File: src/sv/selective_run_length_decoder_defines.svh
// Assertion macros shared by the selective run-length decoder RTL.
// No dependencies; included by the modules that carry assertions.
`ifndef SELECTIVE_RUN_LENGTH_DECODER_DEFINES_SVH
`define SELECTIVE_RUN_LENGTH_DECODER_DEFINES_SVH

`ifndef ASSERT_OFF
// Checks a condition at every clock edge outside reset.
`define SRLD_ASSERT_ALWAYS(label, clk, rst_n, cond) \
  label: assert property (@(posedge clk) disable iff (!rst_n) (cond)) \
    else $error("assertion failed");
// Checks that a condition implies another in the same cycle.
`define SRLD_ASSERT_SAME(label, clk, rst_n, ante, cons) \
  label: assert property (@(posedge clk) disable iff (!rst_n) (ante) |-> (cons)) \
    else $error("assertion failed");
// Checks that a condition implies another in the next cycle.
`define SRLD_ASSERT_NEXT(label, clk, rst_n, ante, cons) \
  label: assert property (@(posedge clk) disable iff (!rst_n) (ante) |=> (cons)) \
    else $error("assertion failed");
`else
`define SRLD_ASSERT_ALWAYS(label, clk, rst_n, cond)
`define SRLD_ASSERT_SAME(label, clk, rst_n, ante, cons)
`define SRLD_ASSERT_NEXT(label, clk, rst_n, ante, cons)
`endif

`endif

File: src/sv/srld_pkg.sv
// Types and constants of the selective run-length decoder.
// No dependencies; used by the interfaces and all modules of the block.
package srld_pkg;

  localparam int RUN_CHAR_SLOTS   = 4;
  localparam int COUNT_GROUPS_MAX = 4;
  localparam int CFG_REGS         = 4;

  localparam int BYTE_W   = 8;
  localparam int REPEAT_W = 28;
  localparam int GROUP_W  = 7;
  localparam int GIDX_W   = $clog2(COUNT_GROUPS_MAX + 1);
  localparam int SHIFT_W  = 6;
  localparam int WIDE_W   = 64;

  localparam int PADDR_W  = 4;
  localparam int PDATA_W  = 32;
  localparam int CFG_IDX_W = 2;

  localparam logic [REPEAT_W-1:0] REPEAT_SAT = {REPEAT_W{1'b1}};

  typedef logic [RUN_CHAR_SLOTS-1:0][BYTE_W-1:0] run_chars_t;

  typedef struct packed {
    logic [BYTE_W-1:0]   run_value;
    logic [REPEAT_W-1:0] run_repeat;
    logic                stream_end;
    logic                count_error;
  } srld_result_t;

endpackage

File: src/sv/srld_cfg.sv
// APB-style register file holding the run-enabled characters.
// Depends on srld_pkg.
module srld_cfg import srld_pkg::*; (
  input  logic               clk,
  input  logic               rst_n,
  input  logic               psel,
  input  logic               penable,
  input  logic               pwrite,
  input  logic [PADDR_W-1:0] paddr,
  input  logic [PDATA_W-1:0] pwdata,
  output logic [PDATA_W-1:0] prdata,
  output logic               pready,
  output run_chars_t         run_chars
);

  run_chars_t           run_chars_r;
  run_chars_t           run_chars_nxt;
  logic                 wr_en;
  logic [CFG_IDX_W-1:0] reg_idx;

  assign pready    = 1'b1;
  assign wr_en     = psel && penable && pwrite;
  assign reg_idx   = paddr[CFG_IDX_W+1:2];
  assign run_chars = run_chars_r;

  // Slots beyond the register list have no register and stay zero.
  always_comb begin
    run_chars_nxt = run_chars_r;
    for (int i = 0; i < RUN_CHAR_SLOTS; i++) begin
      if (wr_en && (i < CFG_REGS) && (int'(reg_idx) == i)) begin
        run_chars_nxt[i] = pwdata[BYTE_W-1:0];
      end
    end
  end

  always_comb begin
    prdata = '0;
    for (int i = 0; i < RUN_CHAR_SLOTS; i++) begin
      if ((i < CFG_REGS) && (int'(reg_idx) == i)) begin
        prdata = {{(PDATA_W-BYTE_W){1'b0}}, run_chars_r[i]};
      end
    end
  end

  always_ff @(posedge clk) begin
    if (!rst_n) begin
      run_chars_r <= '0;
    end else begin
      run_chars_r <= run_chars_nxt;
    end
  end

endmodule

File: config.mk
export PLATFORM = sky130hd
export DESIGN_NAME = srld_cfg
export DESIGN_NICKNAME = d
export VERILOG_FILES = /design/src/sv/selective_run_length_decoder_defines.svh /design/src/sv/srld_pkg.sv /design/src/sv/srld_cfg.sv
export SDC_FILE = /design/constraint.sdc
export NUM_CORES = 1
export LEC_CHECK = 0
export BUFFER_PORTS_ARGS = -buffer_cell sky130_fd_sc_hd__buf_2
export CORE_MARGIN = 1
export CORE_UTILIZATION = 45
export DETAILED_ROUTE_END_ITERATION = 12
export GPL_TIMING_DRIVEN = 1
export PLACE_DENSITY = 0.94
export SYNTH_ARGS = -nofsm -noshare
export SYNTH_HDL_FRONTEND = slang
export SYNTH_SLANG_ARGS = --single-unit
File: constraint.sdc
create_clock -name clk -period 2.6 [get_ports clk]
set_input_delay 0.78 -clock clk [delete_from_list [all_inputs] [get_ports clk]]
set_output_delay 0.78 -clock clk [all_outputs]
set_load 0.02 [all_outputs]
# After elaboration in Yosys (flattened, before gate mapping)
# Index checks and enable logic that the tools add are counted.
# totals
inputBits	41
word_cells	18
out_inout_bits	65
reg_bits	32
# classes
eq_ne	3
mux	4
reduce_logical	7
# op_table
operator	n
two-way mux 8 bit	4
logical AND 1 bit	6
equality test 2 bit (second input constant)	2
equality test 2 x 1 -> 1 bit (second input constant)	1
logical NOT 2 bit	1

# Logic depth before layout (Yosys ltp)
# logic_depth
word_depth	5
mapped_depth	4
ltp_nobuf	3

# Least setup slack after synthesis
# Ideal clock, no wire load.
# synth_path
path_type	input -> output
start	in paddr[3]
end	out prdata[0]
path_stages	2
slack_ns	0.330
arrival_ns	1.490
path_cell_list	buf_6 -> mux4_2
# synth_via
elab_chain_len	5
# synth_lines
element	line	source
start, declared	srld_cfg.sv:9	input logic [PADDR_W-1:0] paddr,
logical NOT 2 bit	srld_cfg.sv:39	if ((i < CFG_REGS) && (int'(reg_idx) == i)) begin
two-way mux 8 bit (3 in a row)	srld_cfg.sv:39	
two-way mux 8 bit (*)	srld_cfg.sv:39	
end, declared	srld_cfg.sv:11	output logic [PDATA_W-1:0] prdata,
# Mark *: on every way between the ends. The rest lies on a longest branch, timed or not.

# Worst setup path in the final report
# layout_path
start	in paddr[3]
end	out prdata[3]
# The elaborated chain is that of the path after synthesis.

==> metrics.cfg <==
[place]
port-buffer-count=54
hpwl_um=2350
gp_congestion=0.723

[floorplan]
num_rows=21
die_h_um=61.8
die_area_mm2=0.00382
core_mm2=0.00339
start_util_pct=47.5
die_w_um=61.8
io_pins=106

[cells_and_area]
n_antenna_cell=0
area_delta_synth_final_pct=16.2
drive_gt1_share_pct=37.3
nets=249
fillers=324
seqCellArea_um2=641
layout_common_cells=53 x buf_2, 40 x nand2_1, 32 x mux2i_1, 32 x dfxtp_1, 25 x conb_1
multi_input_area_um2=800
largest_reg_flops=32
final_core_util_pct=55.1
final_common_cell=buf_2

[synthesis]
synth_xor_area_share_pct=0
synthDistinctLibCells=14
synth_compound_area_share_pct=0
synth_area_leaders=dfxtp_1 40%, mux2i_1 20%, buf_4 12%
synthesis.instances=153
synth_area_leader_cell=dfxtp_1
synth_seq_area_share_pct=39.8
syn_area_per_cell_um2=10.5
yosys.area_share.simple_pct=12.5
synth_top_cell_area_share_pct=39.8
ys_warn_count=0
ys_ff_latch=32
synth_top_family_by_area=multiplexers
synth_fa_ha_area_share_pct=0
syn_area_mm2=0.00161
muxShareOfSynthArea_pct=31.3

[route]
drtIter0Drc=54
ant_nets=0
viasPerCell=4.68
wl_per_cell_um=13.1
first_pass_iters=4
vias=1194
drt-total-wl_um=3330
drc=0

[cts]
cts_sinks=32
root_buffer=clkbuf_4
ctsResizeCount=0
cts_hold_buffers=0
clk_pin_slew_worst_paths_ns=0.09
cts_inserted_buffers=5
clkLatencyLatePin_ns=0.34
cts.htree.levels=2
cts_setup_buffers=0
cts_tree=yes
cts_buffer_depth=2

[sta]
finalSetupTns_ns=0
fmax_mhz=402
hold_violations=0
worst_pin_slew_ns=0.635
post-route-min-period_ns=2.49
relSlewSlack_pct=57.7
finClkSkew_ns=0
fin_crit_sh_pct=95.7
setup_viol=0
rsz0062_at_grt=false
maxSlewViolCount=0

[global_routing]
grt_start_max_net_pins=38
use_met2_pct=31.3
grt.busiest_layer=met2
overflow=0
track_usage_pct=18.5
first_global_vias=1011
use_met1_pct=21.2
grt.met3_usage_pct=7.04
grt_first_pass_wirelength_um=4840
antenna_found_initial=0

[critical_path]
r2r_start=run_chars[13]
arrival_ns=1.71
cp_cell_sequence=clkbuf_4, mux4_2, buf_2
cp.required_ns=1.82
max_stage_delay_ns=0.53
start_kind=input port
end_kind=output pin
r2r_cells=2
critPathSlowestCell=mux4_2
cp_max_fo=9
critical_path_class=in2out
startpoint=paddr[3]

[pwr]
p_leak_nw=0.984
peakVddDrop_v=0.000209
power_density_mw_per_mm2=492

[hold_path]
min-delay-start=run_chars[6]
holdPathStages=2
hold_class=reg2reg

[run_status]
outcome=finished clean

[job]
maxCapViolCount=0

## cells by family (layout without fill, tap and decap cells)
kind of cell	Yosys count	after routing
other	2	25
AND/OR/NAND/NOR	45	45
flip-flops	32	32
multiplexers	40	40
buffers and inverters	34	67
## power by group
| group | internal, mW | leakage [nW] | total, mW | switching [mW] |
|---|---|---|---|---|
| clock network | 0.129 | 0.0380 | 0.306 | 0.177 |
| logic | 0.0333 | 0.688 | 0.113 | 0.0798 |
| registers | 0.496 | 0.258 | 0.501 | 0.00448 |
| total | 0.658 | 0.984 | 0.920 | 0.261 |
## worst paths after layout
path	end	slack, ns
hold / removal	run_chars[6]	0.47
hold reg to reg	run_chars[6]	0.47
setup / recovery	prdata[3]	0.11
setup reg to reg	run_chars[13]	1.91
## metal layers
metal | share of wire, % | wire (um)
met2 | 48 | 1620
met5 | 0 | 0
met1 | 44 | 1460
met3 | 6.1 | 203
met4 | 1.5 | 50
## critical path: cells and delay by family
kind,cells,cell delay [ns]
mux,1,0.53
buf+inv,2,0.40
## synth_stat cells
library cell	number
nor3b_2	1
and3b_2	1
clkbuf_1	4
mux4_2	7
buf_6	4
nand3_2	1
mux2i_1	32
mux4_1	1
nand3b_1	1
conb_1	2
buf_4	26
dfxtp_1	32
nand2_1	40
and3_4	1
## per-stage QoR
step | instance area [um^2] | hold slack, ns | power (mW) | instances | setup slack [ns]
after floorplan | 1700 | 0.541 | 0.626 | 176 | 0.330
after global placement | 1810 | 0.452 | 0.623 | 247 | 0.0151
after detailed placement | 1810 | 0.459 | 0.625 | 247 | 0.0228
after CTS | 1870 | 0.477 | 0.932 | 255 | 0.0224
after global routing | 1870 | 0.498 | 0.967 | 255 | 0.0682
final | 1870 | 0.475 | 0.920 | 255 | 0.113
## area by class of cell
| cell class | count | share of cell area [%] |
|---|---|---|
| multi-input cells | 110 | 42.8 |
| flip-flops and latches | 32 | 34.3 |
| repair buffers | 59 | 16.6 |
| well taps | 46 | 3.08 |
| clock buffers | 6 | 2.74 |
| clock inverters | 2 | 0.535 |
Note: power is estimated with default switching activity, not from simulation.
