### config.mk
export PLATFORM = sky130hd
export DESIGN_NAME = srld_out_reg
export DESIGN_NICKNAME = d
export VERILOG_FILES = /design/src/sv/srld_pkg.sv /design/src/sv/srld_out_reg.sv
export VERILOG_INCLUDE_DIRS = /design/src /design/src/sv
export SDC_FILE = /design/constraint.sdc
export NUM_CORES = 1
export LEC_CHECK = 0
export ABC_CLOCK_PERIOD_IN_PS = 1330
export BUFFER_PORTS_ARGS = -buffer_cell sky130_fd_sc_hd__buf_2
export CORE_AREA = 10 10 66 68
export CTS_CLUSTER_DIAMETER = 50
export DETAILED_ROUTE_END_ITERATION = 7
export DIE_AREA = 0 0 76 78
export PLACE_DENSITY = 0.82
export SLEW_MARGIN = 20
export SYNTH_ARGS = -nofsm -noshare
export SYNTH_HDL_FRONTEND = slang
export SYNTH_SLANG_ARGS = --single-unit
### constraint.sdc
create_clock -name clk -period 1.33 [get_ports clk]
set_input_delay 0.0665 -clock clk [delete_from_list [all_inputs] [get_ports clk]]
set_output_delay 0.0665 -clock clk [all_outputs]
set_load 0.005 [all_outputs]
### src/sv/selective_run_length_decoder_defines.svh
// Assertion macros shared by the selective run-length decoder RTL.
// No dependencies; included by the modules that carry assertions.
`ifndef SELECTIVE_RUN_LENGTH_DECODER_DEFINES_SVH
`define SELECTIVE_RUN_LENGTH_DECODER_DEFINES_SVH

`ifndef ASSERT_OFF
// Checks a condition at every clock edge outside reset.
`define SRLD_ASSERT_ALWAYS(label, clk, rst_n, cond) \
  label: assert property (@(posedge clk) disable iff (!rst_n) (cond)) \
    else $error("assertion failed");
// Checks that a condition implies another in the same cycle.
`define SRLD_ASSERT_SAME(label, clk, rst_n, ante, cons) \
  label: assert property (@(posedge clk) disable iff (!rst_n) (ante) |-> (cons)) \
    else $error("assertion failed");
// Checks that a condition implies another in the next cycle.
`define SRLD_ASSERT_NEXT(label, clk, rst_n, ante, cons) \
  label: assert property (@(posedge clk) disable iff (!rst_n) (ante) |=> (cons)) \
    else $error("assertion failed");
`else
`define SRLD_ASSERT_ALWAYS(label, clk, rst_n, cond)
`define SRLD_ASSERT_SAME(label, clk, rst_n, ante, cons)
`define SRLD_ASSERT_NEXT(label, clk, rst_n, ante, cons)
`endif

`endif

### src/sv/srld_pkg.sv
// Types and constants of the selective run-length decoder.
// No dependencies; used by the interfaces and all modules of the block.
package srld_pkg;

  localparam int RUN_CHAR_SLOTS   = 4;
  localparam int COUNT_GROUPS_MAX = 4;
  localparam int CFG_REGS         = 4;

  localparam int BYTE_W   = 8;
  localparam int REPEAT_W = 28;
  localparam int GROUP_W  = 7;
  localparam int GIDX_W   = $clog2(COUNT_GROUPS_MAX + 1);
  localparam int SHIFT_W  = 6;
  localparam int WIDE_W   = 64;

  localparam int PADDR_W  = 4;
  localparam int PDATA_W  = 32;
  localparam int CFG_IDX_W = 2;

  localparam logic [REPEAT_W-1:0] REPEAT_SAT = {REPEAT_W{1'b1}};

  typedef logic [RUN_CHAR_SLOTS-1:0][BYTE_W-1:0] run_chars_t;

  typedef struct packed {
    logic [BYTE_W-1:0]   run_value;
    logic [REPEAT_W-1:0] run_repeat;
    logic                stream_end;
    logic                count_error;
  } srld_result_t;

endpackage

### src/sv/srld_out_reg.sv
// Result register between the decode step and the output channel.
// Depends on srld_pkg and the assertion macro header.
`include "selective_run_length_decoder_defines.svh"
module srld_out_reg import srld_pkg::*; (
  input  logic         clk,
  input  logic         rst_n,
  input  logic         push,
  input  srld_result_t push_data,
  output logic         can_take,
  output logic         out_valid,
  input  logic         out_ready,
  output srld_result_t out_data
);

  logic         valid_r, valid_nxt;
  srld_result_t data_r, data_nxt;

  // A new beat may enter while the register is empty or the held result leaves in the same cycle.
  assign can_take  = !valid_r || out_ready;
  assign out_valid = valid_r;
  assign out_data  = data_r;

  always_comb begin
    valid_nxt = valid_r;
    data_nxt  = data_r;
    if (can_take) begin
      valid_nxt = push;
      if (push) begin
        data_nxt = push_data;
      end
    end
  end

  always_ff @(posedge clk) begin
    if (!rst_n) begin
      valid_r <= 1'b0;
    end else begin
      valid_r <= valid_nxt;
    end
  end

  always_ff @(posedge clk) begin
    data_r <= data_nxt;
  end

  `SRLD_ASSERT_NEXT(a_push_lands, clk, rst_n, push && can_take,
                    valid_r && (data_r == $past(push_data)))

endmodule

== Word level (Yosys, flattened, before mapping) ==
Index checks and enable logic that the tools add are counted.

* Register bits after elaboration: 39
* Input port bits: 42

* Reduce and logical (&&, ||, !) cells: 3

{| class="wikitable"
|+ Operators by type and width
! cell !! number
|-
| 2-bit AND reduction || 1
|-
| 1-bit zero test || 1
|-
| 1-bit logical OR || 1
|}

== Logic depth before layout (Yosys ltp) ==
* Depth in word-level cells: 3
* Gate-level depth with buffers: 2
* Depth with buffers taken out: 2

== Worst setup path after synthesis ==
OpenSTA, ideal clock, no wires.

* Path kind: reg-to-reg
* Start point: register valid_r (netlist: out_valid)
* End point: register data_r, in the netlist out_data[0] (enable)
* Setup time: 0.350 ns
* Data arrival time: 0.791 ns
* Required time: 0.980 ns
* Path slack: 0.190 ns
* Cell stages (with the launch flop): 3
* Path buffers: 0
* Clock period less this slack: 1.140 ns
* Cells stage by stage: dfxtp_1 -> nand2b_4 -> and2_4

* Cells in the longest elaborated chain, start to end: 3

{| class="wikitable"
|+ RTL lines
! item !! line !! RTL
|-
| start, declared || srld_out_reg.sv:15 || <nowiki>logic valid_r, valid_nxt;</nowiki>
|-
| start signal, assigned || srld_out_reg.sv:38 || <nowiki>valid_r <= valid_nxt;</nowiki>
|-
| 1-bit zero test || srld_out_reg.sv:19 || <nowiki>assign can_take = !valid_r || out_ready;</nowiki>
|-
| 1-bit logical OR || srld_out_reg.sv:19 ||
|-
| net can_take || srld_out_reg.sv:9 || <nowiki>output logic can_take,</nowiki>
|-
| 2-bit AND reduction (no line) || n/a ||
|-
| end signal, assigned || srld_out_reg.sv:43 || <nowiki>data_r <= data_nxt;</nowiki>
|-
| end, declared || srld_out_reg.sv:16 || <nowiki>srld_result_t data_r, data_nxt;</nowiki>
|}

The timed path passes the listed nets, and every way through them passes these cells.
A chain may end at the register's enable or synchronous reset.

== Worst setup path in the final report ==
* Start point: register valid_r (netlist: out_valid)
* End point: register valid_r (netlist: out_valid)

* Cells in the longest elaborated chain, start to end: 2

{| class="wikitable"
|+ RTL lines
! item !! line
|-
| 1-bit zero test || srld_out_reg.sv:19
|-
| 1-bit logical OR || srld_out_reg.sv:19
|}

No other way between the ends.

==> impl_results.md <==
* DRT Pass-1 Iters at 4
* P_sw at 498 uW
* Final WL at 3600 um
* Starting Density at 37.7%
* Ports at 82
* Sequential element share of the synthesized area at 96.9%
* Worst-Skew Late Latency at 0.35 ns
* Most frequent cells in the layout: 81 x buf_2, 40 x dlygate4sd3_1, 38 x edfxtp_1
* WP data required at 1.61 ns
* Mapped Area at 1200 sq um
* Reg power frac at 57.9%
* Slew headroom at 88.7%
* Die width at 76 um
* Post-synthesis register bit count at 39
* CP Capture Type: flop
* Startpoint class of the critical path: flop
* Hold Path Origin: out_ready
* WL/cell at 16.4 um
* Root buffer cell: clkbuf_4
* First-pass GRT wire length at 5840 um
* Unrepaired setup endpoints after global routing: false
* Gate Count Post-Synth at 43
* Final setup viols at 0
* Clock Power Share at 30.7%
* Final Max Slew Viols at 0
* Pin count of the biggest net entering global routing at 26
* Setup CP Type: flop to flop
* Final Hold Vio Count at 0
* CP cell instances: nand2b_4 -> a21boi_2 -> dlygate4sd3_1
* Die area at 5930 sq um
* Peak supply drop at 0.000832 V
* Die Y-Extent at 78 um
* Power Density at 1160 nW/um^2
* H-tree levels at 2
* Final Power at 2510 uW
* Vias in the first global route at 1092
* Least-Margin Pin Slew at 0.169 ns
* Initial DRC count at 32
* Most common cell after layout, fill and taps aside: buf_2
* Postcts setup bufs at 0
* Antenna Nets Post-Route at 0
* Placed inst area at 1690 sq um
* R2r worst-path depth at 3
* Post-Layout Inst Area at 2170 sq um
* MaxCap Viol Count at 0
* Reg-to-Reg End: out_valid
* Gr ovfl total at 0
* Clock transition at path regs at 0.13 ns
* Unique cell type count in the Yosys netlist at 6
* Leakage at 0.000936 uW
* Post-DR vias/cell at 4.15
* Largest fanout on the critical path at 3
* Via Count at 912
* GP Congestion at 0.697
* Outcome: finished clean
* Tmin final at 1.17 ns
* Antenna diodes at 0
* Share of layout cells above drive strength 1 at 53.4%
* Layout area overhead at 80.9%
* GRT Overall Usage at 12.6%
* Register-to-register setup slack at 0.16 ns
* Layout Utilization at 68.2%
* Setup Skew at 0.0161 ns
* Total CTS buffers at 5
* Nets at 215
* P_int at 2010 uW
* Worst EP arrival at 1.46 ns
* Period Utilization, post-route at 88.1%
* Worst Hold Path EP: out_data[11]
* Switch share at 19.9%
* Warnings, synthesis at 0
* Tightest Hold Check Type: input pin to flop
* Fmax at 853 MHz
* Setup TNS at 0 ns
* Placeable Area at 3180 sq um
* Worst r2r src: out_valid
* Longest Clk Path Bufs at 2
* Max stage delay cell, worst path: dlygate4sd3_1
* CTS tree: built
* CP max stage delay at 0.54 ns
* CTS sink count at 39
* Combinational group share of total power at 11.5%
* # port buffers at 81
* Post-route DRC violation count at 0
* Row count at 21
* Post-synthesis net count at 85
* Worst Hold Depth at 4
* WHS at 0.383 ns
* DP HPWL at 2330 um
* Initial antenna violation count at 0
* Syn Area/Cell at 27.9 sq um
[layer usage]
layer | track usage [%] | wire, um | vias to the layer above | share of wire [%]
met5 | 0 | 0 | - | 0
met4 | 4.55 | 49 | 0 | 1.4
met3 | 10.6 | 610 | 6 | 17
met2 | 19.3 | 1640 | 65 | 46
met1 | 12.4 | 1300 | 410 | 36
li1 | - | - | 431 | -
[cells by family after synthesis]
family	synth area share, %
AOI/OAI and AO/OA	0.939
buffers and inverters	0.313
DFF	96.9
and+or+nand+nor	1.88
[registers in the layout (all words and copies together) (netlist names)]
name       cells
out_valid      1
out_data      38
[critical path, delay by kind of cell, from the launching register on]
kind / cells / cell delay [ns]
and+or+nand+nor: 1 / 0.07
DFF: 1 / 0.39
buffers and inverters: 1 / 0.54
AOI/OAI and AO/OA: 1 / 0.12
[cells in the mapped netlist]
cell type / number / area share, %
a21boi_2: 1 / 0.94
and2_4: 1 / 0.73
dfxtp_1: 1 / 1.7
edfxtp_1: 38 / 95
inv_1: 1 / 0.31
nand2b_4: 1 / 1.1
[final cells by class]
type	count	area (sq um)
Clock inverter	2	37.5
Multi-Input combinational cell	3	33.8
Fill cell	224	1010
Tap cell	46	57.6
Clock buffer	6	41.3
Sequential cell	39	1160
Inverter	1	3.75
Timing Repair Buffer	123	833
[repair_timing]
item | 4_1_cts | 5_1_grt
endpoints found under the hold margin | 39 | 0
resized for setup | 0 | 0
hold buffers | 40 | 0
setup endpoints to repair | 0 | 0
[stage by stage]
stage | std cells | setup WS, ns
after floorplan | 43 | 0.190
after global placement | 172 | 0.293
after detailed placement | 172 | 0.262
after CTS | 220 | 0.139
after global routing | 220 | 0.115
final | 220 | 0.158
[how the worst max path moves through the flow]
stage | from | to | slack [ns] | cells after the start
final | out_valid | out_valid | 0.16 | 3
after global routing | out_valid | out_valid | 0.12 | 3
after CTS | out_valid | out_valid | 0.14 | 3
after detailed placement | out_valid | out_data[32] | 0.26 | 3
after global placement | out_valid | out_data[12] | 0.29 | 3
after floorplan | out_valid | out_data[0] | 0.19 | 2
[power by group through the flow]
stage / registers [uW] / logic, uW / clock network (uW)
CTS: 1450 / 285 / 773
global route: 1460 / 313 / 830
finish: 1450 / 287 / 769
detailed placement: 1480 / 194 / 0
global placement: 1470 / 188 / 0
floorplan: 1490 / 29.8 / 0
Note: power is estimated with default switching activity, not from simulation.
