===== src/sv/selective_run_length_decoder_defines.svh =====
// Assertion macros shared by the selective run-length decoder RTL.
// No dependencies; included by the modules that carry assertions.
`ifndef SELECTIVE_RUN_LENGTH_DECODER_DEFINES_SVH
`define SELECTIVE_RUN_LENGTH_DECODER_DEFINES_SVH

`ifndef ASSERT_OFF
// Checks a condition at every clock edge outside reset.
`define SRLD_ASSERT_ALWAYS(label, clk, rst_n, cond) \
  label: assert property (@(posedge clk) disable iff (!rst_n) (cond)) \
    else $error("assertion failed");
// Checks that a condition implies another in the same cycle.
`define SRLD_ASSERT_SAME(label, clk, rst_n, ante, cons) \
  label: assert property (@(posedge clk) disable iff (!rst_n) (ante) |-> (cons)) \
    else $error("assertion failed");
// Checks that a condition implies another in the next cycle.
`define SRLD_ASSERT_NEXT(label, clk, rst_n, ante, cons) \
  label: assert property (@(posedge clk) disable iff (!rst_n) (ante) |=> (cons)) \
    else $error("assertion failed");
`else
`define SRLD_ASSERT_ALWAYS(label, clk, rst_n, cond)
`define SRLD_ASSERT_SAME(label, clk, rst_n, ante, cons)
`define SRLD_ASSERT_NEXT(label, clk, rst_n, ante, cons)
`endif

`endif


===== src/sv/srld_pkg.sv =====
// Types and constants of the selective run-length decoder.
// No dependencies; used by the interfaces and all modules of the block.
package srld_pkg;

  localparam int RUN_CHAR_SLOTS   = 4;
  localparam int COUNT_GROUPS_MAX = 4;
  localparam int CFG_REGS         = 4;

  localparam int BYTE_W   = 8;
  localparam int REPEAT_W = 28;
  localparam int GROUP_W  = 7;
  localparam int GIDX_W   = $clog2(COUNT_GROUPS_MAX + 1);
  localparam int SHIFT_W  = 6;
  localparam int WIDE_W   = 64;

  localparam int PADDR_W  = 4;
  localparam int PDATA_W  = 32;
  localparam int CFG_IDX_W = 2;

  localparam logic [REPEAT_W-1:0] REPEAT_SAT = {REPEAT_W{1'b1}};

  typedef logic [RUN_CHAR_SLOTS-1:0][BYTE_W-1:0] run_chars_t;

  typedef struct packed {
    logic [BYTE_W-1:0]   run_value;
    logic [REPEAT_W-1:0] run_repeat;
    logic                stream_end;
    logic                count_error;
  } srld_result_t;

endpackage


===== src/sv/srld_decode.sv =====
// Per-byte decode step: character match, count group gathering and decoder state.
// Depends on srld_pkg and the assertion macro header.
`include "selective_run_length_decoder_defines.svh"
module srld_decode import srld_pkg::*; (
  input  logic              clk,
  input  logic              rst_n,
  input  logic              accept,
  input  logic [BYTE_W-1:0] in_byte,
  input  logic              in_last,
  input  run_chars_t        run_chars,
  output logic              res_valid,
  output srld_result_t      res
);

  localparam logic [GIDX_W-1:0] GIDX_MAX = GIDX_W'(COUNT_GROUPS_MAX);

  logic [BYTE_W-1:0]   pending_char_r, pending_char_nxt;
  logic [REPEAT_W-1:0] count_accum_r, count_accum_nxt;
  logic [GIDX_W-1:0]   group_index_r, group_index_nxt;
  logic                reading_r, reading_nxt;

  logic                is_run;
  logic [GROUP_W-1:0]  grp;
  logic                more;
  logic [SHIFT_W-1:0]  shift;
  logic [WIDE_W-1:0]   grp_sh;
  logic [REPEAT_W-1:0] acc_sum;
  logic [REPEAT_W-1:0] acc_fixed;
  logic [GIDX_W-1:0]   gidx_inc;

  always_comb begin
    is_run = 1'b0;
    for (int i = 0; i < RUN_CHAR_SLOTS; i++) begin
      if (run_chars[i] == in_byte) begin
        is_run = 1'b1;
      end
    end
  end

  assign grp    = in_byte[GROUP_W-1:0];
  assign more   = in_byte[BYTE_W-1];
  assign shift  = SHIFT_W'(GROUP_W * int'(group_index_r));
  assign grp_sh = {{(WIDE_W-GROUP_W){1'b0}}, grp} << shift;

  // Groups that would land above the count field saturate it.
  always_comb begin
    if (grp == '0) begin
      acc_sum = count_accum_r;
    end else if ((shift >= SHIFT_W'(REPEAT_W)) || (grp_sh[WIDE_W-1:REPEAT_W] != '0)) begin
      acc_sum = REPEAT_SAT;
    end else begin
      acc_sum = count_accum_r | grp_sh[REPEAT_W-1:0];
    end
  end

  assign acc_fixed = (acc_sum == '0) ? REPEAT_W'(1) : acc_sum;
  assign gidx_inc  = (group_index_r < GIDX_MAX) ? group_index_r + GIDX_W'(1) : group_index_r;

  always_comb begin
    pending_char_nxt = pending_char_r;
    count_accum_nxt  = count_accum_r;
    group_index_nxt  = group_index_r;
    reading_nxt      = reading_r;
    res_valid        = 1'b0;
    res.run_value    = in_byte;
    res.run_repeat   = REPEAT_W'(1);
    res.stream_end   = in_last;
    res.count_error  = 1'b0;
    if (accept) begin
      if (!reading_r) begin
        if (is_run && !in_last) begin
          pending_char_nxt = in_byte;
          count_accum_nxt  = '0;
          group_index_nxt  = '0;
          reading_nxt      = 1'b1;
        end else begin
          res_valid = 1'b1;
        end
      end else begin
        count_accum_nxt = acc_sum;
        group_index_nxt = gidx_inc;
        res.run_value   = pending_char_r;
        res.run_repeat  = acc_fixed;
        if (!more) begin
          res_valid   = 1'b1;
          reading_nxt = 1'b0;
        end else if (in_last || (gidx_inc >= GIDX_MAX)) begin
          // Count cut off by the end of the stream or too many groups.
          res_valid       = 1'b1;
          res.count_error = 1'b1;
          reading_nxt     = 1'b0;
        end
      end
    end
  end

  always_ff @(posedge clk) begin
    if (!rst_n) begin
      pending_char_r <= '0;
      count_accum_r  <= '0;
      group_index_r  <= '0;
      reading_r      <= 1'b0;
    end else begin
      pending_char_r <= pending_char_nxt;
      count_accum_r  <= count_accum_nxt;
      group_index_r  <= group_index_nxt;
      reading_r      <= reading_nxt;
    end
  end

  `SRLD_ASSERT_ALWAYS(a_gidx_range, clk, rst_n, group_index_r <= GIDX_MAX)
  `SRLD_ASSERT_SAME(a_repeat_nonzero, clk, rst_n, res_valid, res.run_repeat != '0)
  `SRLD_ASSERT_NEXT(a_enter_count, clk, rst_n, accept && !reading_r && is_run && !in_last,
                    reading_r && (pending_char_r == $past(in_byte)))
  `SRLD_ASSERT_SAME(a_error_in_count, clk, rst_n, res_valid && res.count_error,
                    reading_r && more)

endmodule


===== config.mk =====
export PLATFORM = sky130hd
export DESIGN_NAME = srld_decode
export DESIGN_NICKNAME = d
export VERILOG_FILES = /design/src/sv/srld_pkg.sv /design/src/sv/srld_decode.sv
export VERILOG_INCLUDE_DIRS = /design/src /design/src/sv
export SDC_FILE = /design/constraint.sdc
export NUM_CORES = 1
export LEC_CHECK = 0
export ABC_AREA = 0
export BUFFER_PORTS_ARGS = -buffer_cell sky130_fd_sc_hd__buf_4
export CAP_MARGIN = 20
export CORE_UTILIZATION = 30
export DETAILED_ROUTE_END_ITERATION = 10
export PLACE_DENSITY = 0.55
export SLEW_MARGIN = 20
export SYNTH_ARGS = -nofsm -noshare
export SYNTH_HDL_FRONTEND = slang
export SYNTH_SLANG_ARGS = --single-unit
export TNS_END_PERCENT = 100

===== constraint.sdc =====
create_clock -name clk -period 3.4 [get_ports clk]
set_clock_uncertainty 0.15 [all_clocks]
set_input_delay 0.68 -clock clk [delete_from_list [all_inputs] [get_ports clk]]
set_output_delay 0.68 -clock clk [all_outputs]
set_load 0.01 [all_outputs]

After elaboration in Yosys (flattened, before gate mapping)
Index checks and enable logic that the tools add are counted.

word-level totals
  flip-flop bits (word level) = 40
  output and inout bits = 39
  logic and storage cells = 52

operators by class
  add/sub/neg operators = 1
  multiply operators = 1
  magnitude comparators = 3
  eq/ne operators = 4
  shifts and indexed selects = 1
  mux-type cells = 26
  bitwise logic cells = 2
  reductions and logical operators = 10

operator list
  cell                                                                                 number
  28-bit two-way mux                                                                   5
  36-bit two-way mux                                                                   2
  7-bit by 6-bit left shift with 64-bit output                                         1
  36-bit nonzero test                                                                  1
  8-bit equality test                                                                  4
  28-bit zero test                                                                     1
  28-bit bitwise OR                                                                    1
  1-bit two-way mux                                                                    16
  3-bit two-way mux                                                                    3
  7-bit zero test                                                                      1
  6-bit by 5-bit greater-or-equal comparator with 1-bit output, second input constant  1
  3-bit by 3-bit multiplier with 6-bit output, first input constant                    1
  3-bit by 1-bit adder with 3-bit output, second input constant                        1
  3-bit greater-or-equal comparator, second input constant                             1
  3-bit < comparator, second input constant                                            1
  3-bit AND reduction                                                                  1
  1-bit logical OR                                                                     2
  2-bit AND reduction                                                                  1
  2-bit nonzero test                                                                   1
  1-bit logical AND                                                                    1
  1-bit zero test                                                                      1
  1-bit inverter                                                                       1

Logic depth before layout (Yosys ltp)
Gate-level depths: netlist (run 1).

  depth after elaboration = 10
  gate-level depth with buffers = 12

Worst setup path before layout (run 1)
No wires, ideal clock.

  path type = register to output
  start point = reg group_index_r[1]
  end point = out res[10] (netlist name)
  arrival = 2.762 ns
  data required time = 2.570 ns
  path slack = -0.192 ns
  cell stages (with the launch flop) = 11
  cells stage by stage = dfxtp_1 > fa_1 > ha_1 > fa_1 > xor2_1 > and3_1 > a2111o_1 > buf_2 > a21o_1 > a21oi_1 > nor2_1

RTL lines
  what                    line                source
  from (decl)             srld_decode.sv:19   logic [GIDX_W-1:0] group_index_r, group_index_nxt;
  from (signal assigned)  srld_decode.sv:106  group_index_r <= group_index_nxt;
  to (decl)               srld_decode.sv:12   output srld_result_t res

==> summary.md, run 1 <==
| Metric | Value |
|---|---|
| Layout net count | 498 |
| Congestion Overflow GR | 0 |
| Total GRT Usage | 0.1866 |
| Pwr/cell area | 243.6 nW/µm² |
| CP Max Fanout | 7 |
| Commonest non-fill, non-tap cell in the layout | buf_4 |
| Yosys cell types | 44 |
| CP required | 2.57 ns |
| Fillers | 911 |
| Slew at the pin with the worst max-slew slack | 0.6183 ns |
| Met3 usage | 0.02057 |
| Syn_area_per_cell | 8.285 µm² |
| Ant. Diodes | 0 |
| Placeable Area | 8891 µm² |
| CP endpoint kind | output pin |
| Max-Cap Viols | 0 |
| CTS Buffer Depth | 2 |
| Combinational share of power | 0.183 |
| Pre-antenna DRT Iters | 4 |
| Violated checks | negative setup slack |
| Number of core rows | 34 |
| Area of the multi-input gates | 1889 µm² |
| Net Sw Power | 0.2547 mW |
| CTS Buf Count | 5 |
| Crit path max-delay cell type | fa_1 |
| I/O pin count | 83 |
| Critical path arrival | 3.06 ns |
| CP startpoint kind | flop |
| TritonCTS clock tree | built |
| Initial DRC count | 138 |
| Rel. slew slack | 0.5878 |
| Hold_buf cts | 0 |
| Root Driver | clkbuf_8 |
| Hold Path End | pending_char_r[4]$_SDFFE_PN0P_ |
| Initial antenna violation count | 0 |
| Worst r2r src | group_index_r[1]$_SDFFE_PN0P_ |
| Delay-heaviest family, CP | adder cells |
| Clk pwr share | 0.325 |
| Final GP Congestion | 0.7904 |
| Reg power frac | 0.492 |
| Seq/Total Area, Yosys | 0.2860 |
| Gate Count Post-Synth | 338 |
| Die width | 98.61 µm |
| Fmax | 257.0 MHz |
| Layout cells sized above 1 | 0.3775 |
| Crit path buffers/inverters | 2 |
| Routing usage on met1 | 0.2530 |
| Largest stage delay, worst path | 0.53 ns |
| Final Worst Setup Slack | -0.4909 ns |
| Most Crowded Layer GR | met2 |
| Reg2Reg Setup Slack | 0.30 ns |
| Starting Density | 0.3149 |
| Leakage | 1.793 nW |
| PortBufs | 82 |
| DRT antenna net count | 0 |
| Routed WL per cell | 16.23 µm |
| Hold depth | 2 |
| Hold Path Class | flop to flop |
| Crit-path cells | fa_1 -> ha_2 -> fa_2 -> and3_4 -> a2111o_1 -> buf_6 -> a21o_1 -> a21oi_2 -> nor2_1 -> buf_4 |
| Area Overhead vs Synth | 39.86% |
| Register Area | 803.3 µm² |
| DPL Wire Length | 6.208 mm |
| Synth warnings | 0 |
| # clock sinks | 40 |
| # setup viols final | 28 |
| Vias in the first global route | 2757 |
| Synthesized cell area | 2800 µm² |
| Post-synth ARST share | 0 |
| First-pass GRT wire length | 14.35 mm |
| R2r endpoint | count_accum_r[27]$_SDFFE_PN0P_ |
| M2 GR Usage | 0.3164 |
| Setup_tns | -12.17 ns |
| RSZ-0062 raised after global routing | true |
| Crit path kind | flop to output pin |
| Final min period | 3.891 ns |
| Die ar. | 9724 µm² |
| Final WL | 8.977 mm |
| Largest net degree at the start of global routing | 40 |
| H-tree levels | 2 |
| R2R depth | 10 |
| Final Max Tran Viols | 0 |
| Status | finished with violations |
| Worst hold start | pending_char_r[4]$_SDFFE_PN0P_ |
| Via count | 2827 |
| Commonest non-fill, non-tap cells in the layout | 123 x buf_4, 38 x dfxtp_1, 33 x nor2_1 |
| Vias per cell | 5.112 |
| Net Sw Frac | 0.2670 |
| Period utilization | 1.144 |
| Synth Flop Type | dfxtp_1 |
| Place WS | -0.2043 ns |
| Pint | 0.6991 mW |
| Final Hold Viols | 0 |
| Clock slew at reported path FFs | 0.07 ns |
| Seq cells post-synth | 40 |
| Syn Nets | 391 |
| Worst-skew pair later-pin latency | 0.29 ns |
| VDD IR max | 0.1846 mV |
| DR DRC count | 0 |
| Post-synth EDFFs | 0 |
| Die H | 98.61 µm |
| WP depth | 10 |
## stage by stage
| stage | utilization | power (mW) | hold slack (ns) | std cells | instance area, µm² |
|---|---|---|---|---|---|
| floorplan | - | 0.5753 | 0.2822 | 338 | 2821 |
| global placement | 0.4120 | 0.6501 | 0.2902 | 534 | 3664 |
| detailed placement | 0.4120 | 0.6519 | 0.3021 | 534 | 3664 |
| CTS | 0.4340 | 0.9623 | 0.3128 | 551 | 3859 |
| global route | 0.4405 | 0.9942 | 0.3242 | 553 | 3916 |
| finish | 0.4405 | 0.9538 | 0.3121 | 553 | 3916 |
## worst register-to-register path, stage by stage, from the launching register on
cell      delay (ns)
dfxtp_2         0.34
fa_1            0.53
ha_2            0.19
fa_2            0.43
and3_4          0.18
a2111o_1        0.40
buf_6           0.18
a21o_1          0.17
buf_4           0.13
buf_4           0.12
a22o_1          0.18
## Yosys cell counts (3+ instances only)
master / count / area share
buf_6: 4 / 0.016
clkbuf_1: 13 / 0.017
nor4_1: 10 / 0.022
nand2_1: 31 / 0.042
a22o_1: 23 / 0.072
nor3_1: 7 / 0.013
a21o_1: 23 / 0.062
o21ai_0: 7 / 0.013
nand4_1: 10 / 0.022
fa_1: 3 / 0.021
mux2i_1: 8 / 0.029
xnor2_1: 32 / 0.10
buf_4: 8 / 0.021
ha_1: 6 / 0.027
mux2_2: 8 / 0.032
dfxtp_1: 40 / 0.29
inv_1: 6 / 0.0080
nor2_1: 33 / 0.044
a21oi_1: 35 / 0.063
nand3_1: 3 / 0.0054
nor2b_1: 3 / 0.0067
## worst max path at each step
| stage | startpoint | end |
|---|---|---|
| 2_1_floorplan | group_index_r[2]$_SDFFE_PN0P_ | res[15] |
| 6_report | group_index_r[1]$_SDFFE_PN0P_ | res[10] |
| 3_3_place_gp | group_index_r[2]$_SDFFE_PN0P_ | res[18] |
| 5_1_grt | group_index_r[1]$_SDFFE_PN0P_ | res[18] |
| 3_5_place_dp | group_index_r[2]$_SDFFE_PN0P_ | res[18] |
| 4_1_cts | group_index_r[1]$_SDFFE_PN0P_ | res[18] |
## cell families (layout without fill, tap and decap cells)
kind of cell	Yosys count	in the layout	share of synthesized area
adder cells (fa/ha/maj)	9	9	0.04826
XOR/XNOR	33	33	0.1032
buffers and inverters	34	141	0.06792
AND/OR/NAND/NOR	104	104	0.1761
AO/OA/AOI/OAI	102	102	0.2578
multiplexers	16	16	0.06077
flip-flops	40	40	0.2860
## layout make-up
class / instances / share of cell area
well taps: 108 / 0.03450
inverters: 6 / 0.005751
multi-input cells: 264 / 0.4824
flip-flops and latches: 40 / 0.2051
clock inverters: 1 / 0.001278
repair buffers: 128 / 0.2524
clock buffers: 6 / 0.01853
## layer usage
layer,routed length [µm],share of wire
met1,4317,0.48
met2,4335,0.48
met3,234,0.026
met4,89,0.0099
met5,0,0
## power by group through the flow
stage	Combinational, mW	Sequential (mW)	Clock [mW]
3_5_place_dp	0.172	0.480	0
2_1_floorplan	0.0952	0.480	0
3_3_place_gp	0.170	0.480	0
5_1_grt	0.189	0.469	0.336
6_report	0.175	0.469	0.310
4_1_cts	0.175	0.469	0.318
## registers in the layout, summed over array words and instances, names as in the netlist
| register | count |
|---|---|
| count_accum_r | 28 |
| pending_char_r | 8 |
| group_index_r | 3 |
| reading_r | 1 |
## timing repair
action	4_1_cts	5_1_grt
setup buffers	10	4
gates resized for setup	11	9
pin swaps	26	18
setup endpoints to repair	28	28
(Power assumes the default switching activity.)
==> run 2: changes to the inputs <==
- PLACE_DENSITY: 0.55 -> 0.53
- SKIP_CTS_REPAIR_TIMING: unset -> 1
- clock period: 3.4 -> 4.6 ns (I/O delays scaled with it)
==> run 2 against run 1 <==
Effect of this change: the run now ends clean; core utilization down 4.1 points; count of clock-buffer cells in the layout did not move; critical path depth is 1 higher; flip-flop and latch count did not move; register-to-register slack better by 1.2 ns; worst setup slack improved by 0.71 ns; clock power decreased by 28%; sequential share of layout area rose by 2.0 points; cell count fell by 6.1%; first-iteration DRC count increased by 72%; critical path type unchanged; critical endpoint unchanged.
==> summary.md, run 2 (synthesis gave the netlist of run 1 again) <==
| Metric | Value |
|---|---|
| Max reg flops | 28 |
| R2r endpoint | count_accum_r[27]$_SDFFE_PN0P_ |
| PortBufs | 82 |
| Total GRT Usage | 0.1787 |
| Hold Path Class | flop to flop |
| Die ar. | 9724 µm² |
| Final min period | 4.376 ns |
| Max-Cap Viols | 0 |
| First-pass GRT wire length | 13.84 mm |
| Delay-heaviest family, CP | adder cells |
| Fillers | 944 |
| Worst-skew pair later-pin latency | 0.30 ns |
| Largest stage delay, worst path | 0.47 ns |
| Slew at the pin with the worst max-slew slack | 1.024 ns |
| Final GP Congestion | 0.7921 |
| Number of core rows | 34 |
| Die H | 98.61 µm |
| Final Max Tran Viols | 0 |
| Initial DRC count | 237 |
| Setup_tns | 0 ns |
| Reg2Reg Setup Slack | 1.52 ns |
| CTS Buffer Depth | 2 |
| DR DRC count | 0 |
| Vias in the first global route | 2750 |
| Non-Filler Instances | 519 |
| CP Max Fanout | 15 |
| Status | completed |
| Commonest non-fill, non-tap cells in the layout | 94 x buf_4, 40 x dfxtp_1, 35 x a21oi_1 |
| Crit path max-delay cell type | fa_1 |
| Leakage | 1.595 nW |
| Ant. Diodes | 0 |
| Clk pwr share | 0.324 |
| Most flops, register | count_accum_r |
| CP required | 3.53 ns |
| RSZ-0062 raised after global routing | false |
| Largest net degree at the start of global routing | 30 |
| Reg power frac | 0.503 |
| # clock sinks | 40 |
| Layout net count | 464 |
| Crit path kind | flop to output pin |
| CTS Buf Count | 5 |
| Net Sw Frac | 0.2598 |
| H-tree levels | 2 |
| R2R depth | 9 |
| # setup viols final | 0 |
| Die width | 98.61 µm |
| Final WL | 8.370 mm |
| Vias per cell | 5.299 |
| Net Sw Power | 0.1792 mW |
| Rel. slew slack | 0.3155 |
| DRT antenna net count | 0 |
| Final Hold Viols | 0 |
| Period utilization | 0.9514 |
| Fmax | 228.5 MHz |
| Placeable Area | 8891 µm² |
| Routed WL per cell | 16.13 µm |
| Dpl cells | 509 |
| Starting Density | 0.3149 |
| Worst r2r src | group_index_r[0]$_SDFFE_PN0P_ |
| I/O pin count | 83 |
| CP endpoint kind | output pin |
| TritonCTS clock tree | built |
| DPL Wire Length | 5.998 mm |
| Pre-antenna DRT Iters | 4 |
| Crit path buffers/inverters | 2 |
| Pint | 0.5105 mW |
| Crit-path cells | fa_1 -> ha_1 -> fa_1 -> xor2_1 -> and3_1 -> a2111o_1 -> buf_4 -> a21o_1 -> a21oi_1 -> nor2_1 -> buf_4 |
| Root Driver | clkbuf_8 |
| CP startpoint kind | flop |
| Congestion Overflow GR | 0 |
| Pwr/cell area | 193.9 nW/µm² |
| Clock slew at reported path FFs | 0.08 ns |
| Via count | 2750 |
| Initial antenna violation count | 0 |
| Worst Setup SP | group_index_r[0]$_SDFFE_PN0P_ |
| Area Overhead vs Synth | 26.99% |
| Top flop regs | count_accum_r: 28 flops, pending_char_r: 8 flops, group_index_r: 3 flops |
| Layout cells sized above 1 | 0.2798 |
| Commonest non-fill, non-tap cell in the layout | buf_4 |
| VDD IR max | 0.09497 mV |
| Critical path destination | res[10] |
| Combinational share of power | 0.173 |
| Critical path arrival | 3.31 ns |
| WP depth | 11 |
## run 2: cell type report
class / count / area [µm²] / share of cell area
Inverter: 6 / 22.52 / 0.006334
Timing Repair Buffer: 94 / 705.7 / 0.1985
Clock inverter: 1 / 5.005 / 0.001407
Tap cell: 108 / 135.1 / 0.03800
Clock buffer: 6 / 72.57 / 0.02041
Sequential cell: 40 / 800.8 / 0.2252
Multi-Input combinational cell: 264 / 1814 / 0.5102
## run 2: power groups by stage
stage	Sequential [mW]	Clock, mW	Combinational, mW
final	0.347	0.224	0.119
after global routing	0.347	0.245	0.130
after CTS	0.347	0.233	0.120
after detailed placement	0.355	0	0.120
after global placement	0.355	0	0.118
after floorplan	0.355	0	0.0703
## run 2: worst min path at each step
| stage | slack [ns] | depth (start not counted) | endpoint | startpoint |
|---|---|---|---|---|
| detailed placement | 0.30 | 2 | pending_char_r[7]$_SDFFE_PN0P_ | pending_char_r[7]$_SDFFE_PN0P_ |
| global route | 0.34 | 2 | pending_char_r[7]$_SDFFE_PN0P_ | pending_char_r[7]$_SDFFE_PN0P_ |
| global placement | 0.29 | 2 | pending_char_r[4]$_SDFFE_PN0P_ | pending_char_r[4]$_SDFFE_PN0P_ |
| finish | 0.31 | 2 | pending_char_r[3]$_SDFFE_PN0P_ | pending_char_r[3]$_SDFFE_PN0P_ |
| CTS | 0.31 | 2 | pending_char_r[7]$_SDFFE_PN0P_ | pending_char_r[7]$_SDFFE_PN0P_ |
| floorplan | 0.28 | 2 | pending_char_r[0]$_SDFFE_PN0P_ | pending_char_r[0]$_SDFFE_PN0P_ |
## run 2: stage by stage
stage	hold WS, ns	instance area [µm²]	setup WS (ns)	util	power (mW)
after floorplan	0.2822	2800	0.7683	-	0.4252
after detailed placement	0.3036	3456	0.4609	0.3887	0.4749
after global routing	0.3445	3556	0.04544	0.3999	0.7219
after CTS	0.3148	3533	0.1183	0.3974	0.7002
final	0.3111	3556	0.2236	0.3999	0.6896
after global placement	0.2908	3456	0.4859	0.3887	0.4734
## run 2: routing by layer
metal  vias to the layer above  track usage  wire [µm]  share of wire
li1                       1351            -          -              -
met1                      1320       0.2418       3950           0.47
met2                        67       0.2914       3961           0.47
met3                        12      0.02482        328          0.039
met4                         0      0.06200        129          0.015
met5                         -            0          0              0
## run 2: worst min-delay path: stages, from the launching register on
cell and delay, ns:
dfxtp_1 0.31, nand2_1 0.05, mux2i_1 0.05
==> run 3: changes to the inputs <==
- MAX_ROUTING_LAYER: unset -> met4
==> run 3 against run 2 <==
Effect of this change: worst hold slack barely moved; sequential power barely moved; global-route usage rose by 0.54 points; worst setup slack got worse by 0.0052 ns; non-clock buffer count did not move.
==> summary.md, run 3 (synthesis gave the netlist of run 1 again) <==
| Metric | Value |
|---|---|
| Die ar. | 9724 µm² |
| Layout cells sized above 1 | 0.2798 |
| CP startpoint kind | flop |
| Crit path kind | flop to output pin |
| DRT antenna net count | 0 |
| Number of core rows | 34 |
| Setup_tns | 0 ns |
| Hold Path End | pending_char_r[3]$_SDFFE_PN0P_ |
| Initial antenna violation count | 0 |
| Overall Power | 0.6890 mW |
| Final GP Congestion | 0.8033 |
| Reg2Reg Setup Slack | 1.52 ns |
| Total GRT Usage | 0.1841 |
| Status | completed |
| Register Area | 800.8 µm² |
| Leakage | 1.595 nW |
| Fillers | 944 |
| Final WL | 8.400 mm |
| Worst Setup SP | group_index_r[0]$_SDFFE_PN0P_ |
| Placeable Area | 8891 µm² |
| Final Hold Viols | 0 |
| Most flops, register | count_accum_r |
| Max-Cap Viols | 0 |
| DR DRC count | 0 |
| CP endpoint kind | output pin |
| Vias in the first global route | 2746 |
| CP required | 3.53 ns |
| R2R depth | 9 |
| CP Max Fanout | 15 |
| Critical path arrival | 3.31 ns |
| Crit path buffers/inverters | 2 |
| Final Max Tran Viols | 0 |
| DPL Wire Length | 5.998 mm |
| H-tree levels | 2 |
| CTS Buf Count | 5 |
| Worst-skew pair later-pin latency | 0.30 ns |
| RSZ-0062 raised after global routing | false |
| VDD IR max | 0.09419 mV |
| Largest stage delay, worst path | 0.48 ns |
| First-pass GRT wire length | 13.85 mm |
| Root Driver | clkbuf_8 |
| Die width | 98.61 µm |
| Crit-path cells | fa_1 -> ha_1 -> fa_1 -> xor2_1 -> and3_1 -> a2111o_1 -> buf_4 -> a21o_1 -> a21oi_1 -> nor2_1 -> buf_4 |
| Via count | 2756 |
| Area of the multi-input gates | 1814 µm² |
| # clock sinks | 40 |
| Starting Density | 0.3149 |
| Initial DRC count | 234 |
| Crit path max-delay cell type | fa_1 |
| PortBufs | 82 |
| Largest net degree at the start of global routing | 30 |
| Pre-antenna DRT Iters | 5 |
| Period utilization | 0.9525 |
| Area Overhead vs Synth | 26.99% |
| I/O pin count | 83 |
| Top flop regs | count_accum_r: 28 flops, pending_char_r: 8 flops, group_index_r: 3 flops |
| Rel. slew slack | 0.3185 |
| CTS Buffer Depth | 2 |
| Commonest non-fill, non-tap cells in the layout | 94 x buf_4, 40 x dfxtp_1, 35 x a21oi_1 |
| Pwr/cell area | 193.8 nW/µm² |
| Met3 usage | 0.02482 |
| Hold depth | 2 |
| Vias per cell | 5.310 |
| Worst r2r src | group_index_r[0]$_SDFFE_PN0P_ |
| Slew at the pin with the worst max-slew slack | 1.020 ns |
| Routing usage on met1 | 0.2423 |
| Ant. Diodes | 0 |
| Routed WL per cell | 16.18 µm |
| Layout net count | 464 |
| Hold Path Class | flop to flop |
| Die H | 98.61 µm |
| Commonest non-fill, non-tap cell in the layout | buf_4 |
| Max reg flops | 28 |
| Fmax | 228.2 MHz |
| Most Crowded Layer GR | met2 |
| Delay-heaviest family, CP | adder cells |
| Clock slew at reported path FFs | 0.08 ns |
| Congestion Overflow GR | 0 |
| R2r endpoint | count_accum_r[27]$_SDFFE_PN0P_ |
| Worst hold start | pending_char_r[3]$_SDFFE_PN0P_ |
| TritonCTS clock tree | built |
| # setup viols final | 0 |
| M2 GR Usage | 0.2909 |
| Final min period | 4.382 ns |
-- run 3: how the worst max path moves through the flow --
stage,endpoint,slack [ns],depth (start not counted)
floorplan,res[10],0.77,10
global route,res[2],0.05,10
CTS,res[2],0.12,10
detailed placement,res[19],0.46,11
finish,res[10],0.22,11
global placement,res[2],0.49,10
-- run 3: metrics by stage --
step / worst slack (ns) / instance area (µm²) / instances / hold WS (ns) / utilization
floorplan: 0.7683 / 2800 / 338 / 0.2822 / -
global placement: 0.4859 / 3456 / 509 / 0.2908 / 0.3887
detailed placement: 0.4609 / 3456 / 509 / 0.3036 / 0.3887
CTS: 0.1183 / 3533 / 516 / 0.3148 / 0.3974
global route: 0.04549 / 3556 / 519 / 0.3445 / 0.3999
finish: 0.2185 / 3556 / 519 / 0.3110 / 0.3999
-- run 3: tightest hold or removal path: stages, from the launching register on --
cell and delay (ns):
dfxtp_1 0.31, nand2_1 0.05, mux2i_1 0.05
-- run 3: power by group --
part | switching (mW) | leakage, nW | internal (mW)
clock network | 0.120 | 0.0410 | 0.103
logic | 0.0584 | 1.23 | 0.0608
registers | 0.000377 | 0.322 | 0.347
-- run 3: routing by layer --
layer	wire length, µm	share of wire
met2	3953	0.47
met4	127	0.015
met1	4058	0.48
met3	261	0.031
met5	0	0
-- run 3: final cells by class --
class / instances / share of cell area
Sequential cell: 40 / 0.2252
Timing Repair Buffer: 94 / 0.1985
Multi-Input combinational cell: 264 / 0.5102
Inverter: 6 / 0.006334
Tap cell: 108 / 0.03800
Clock inverter: 1 / 0.001407
Clock buffer: 6 / 0.02041
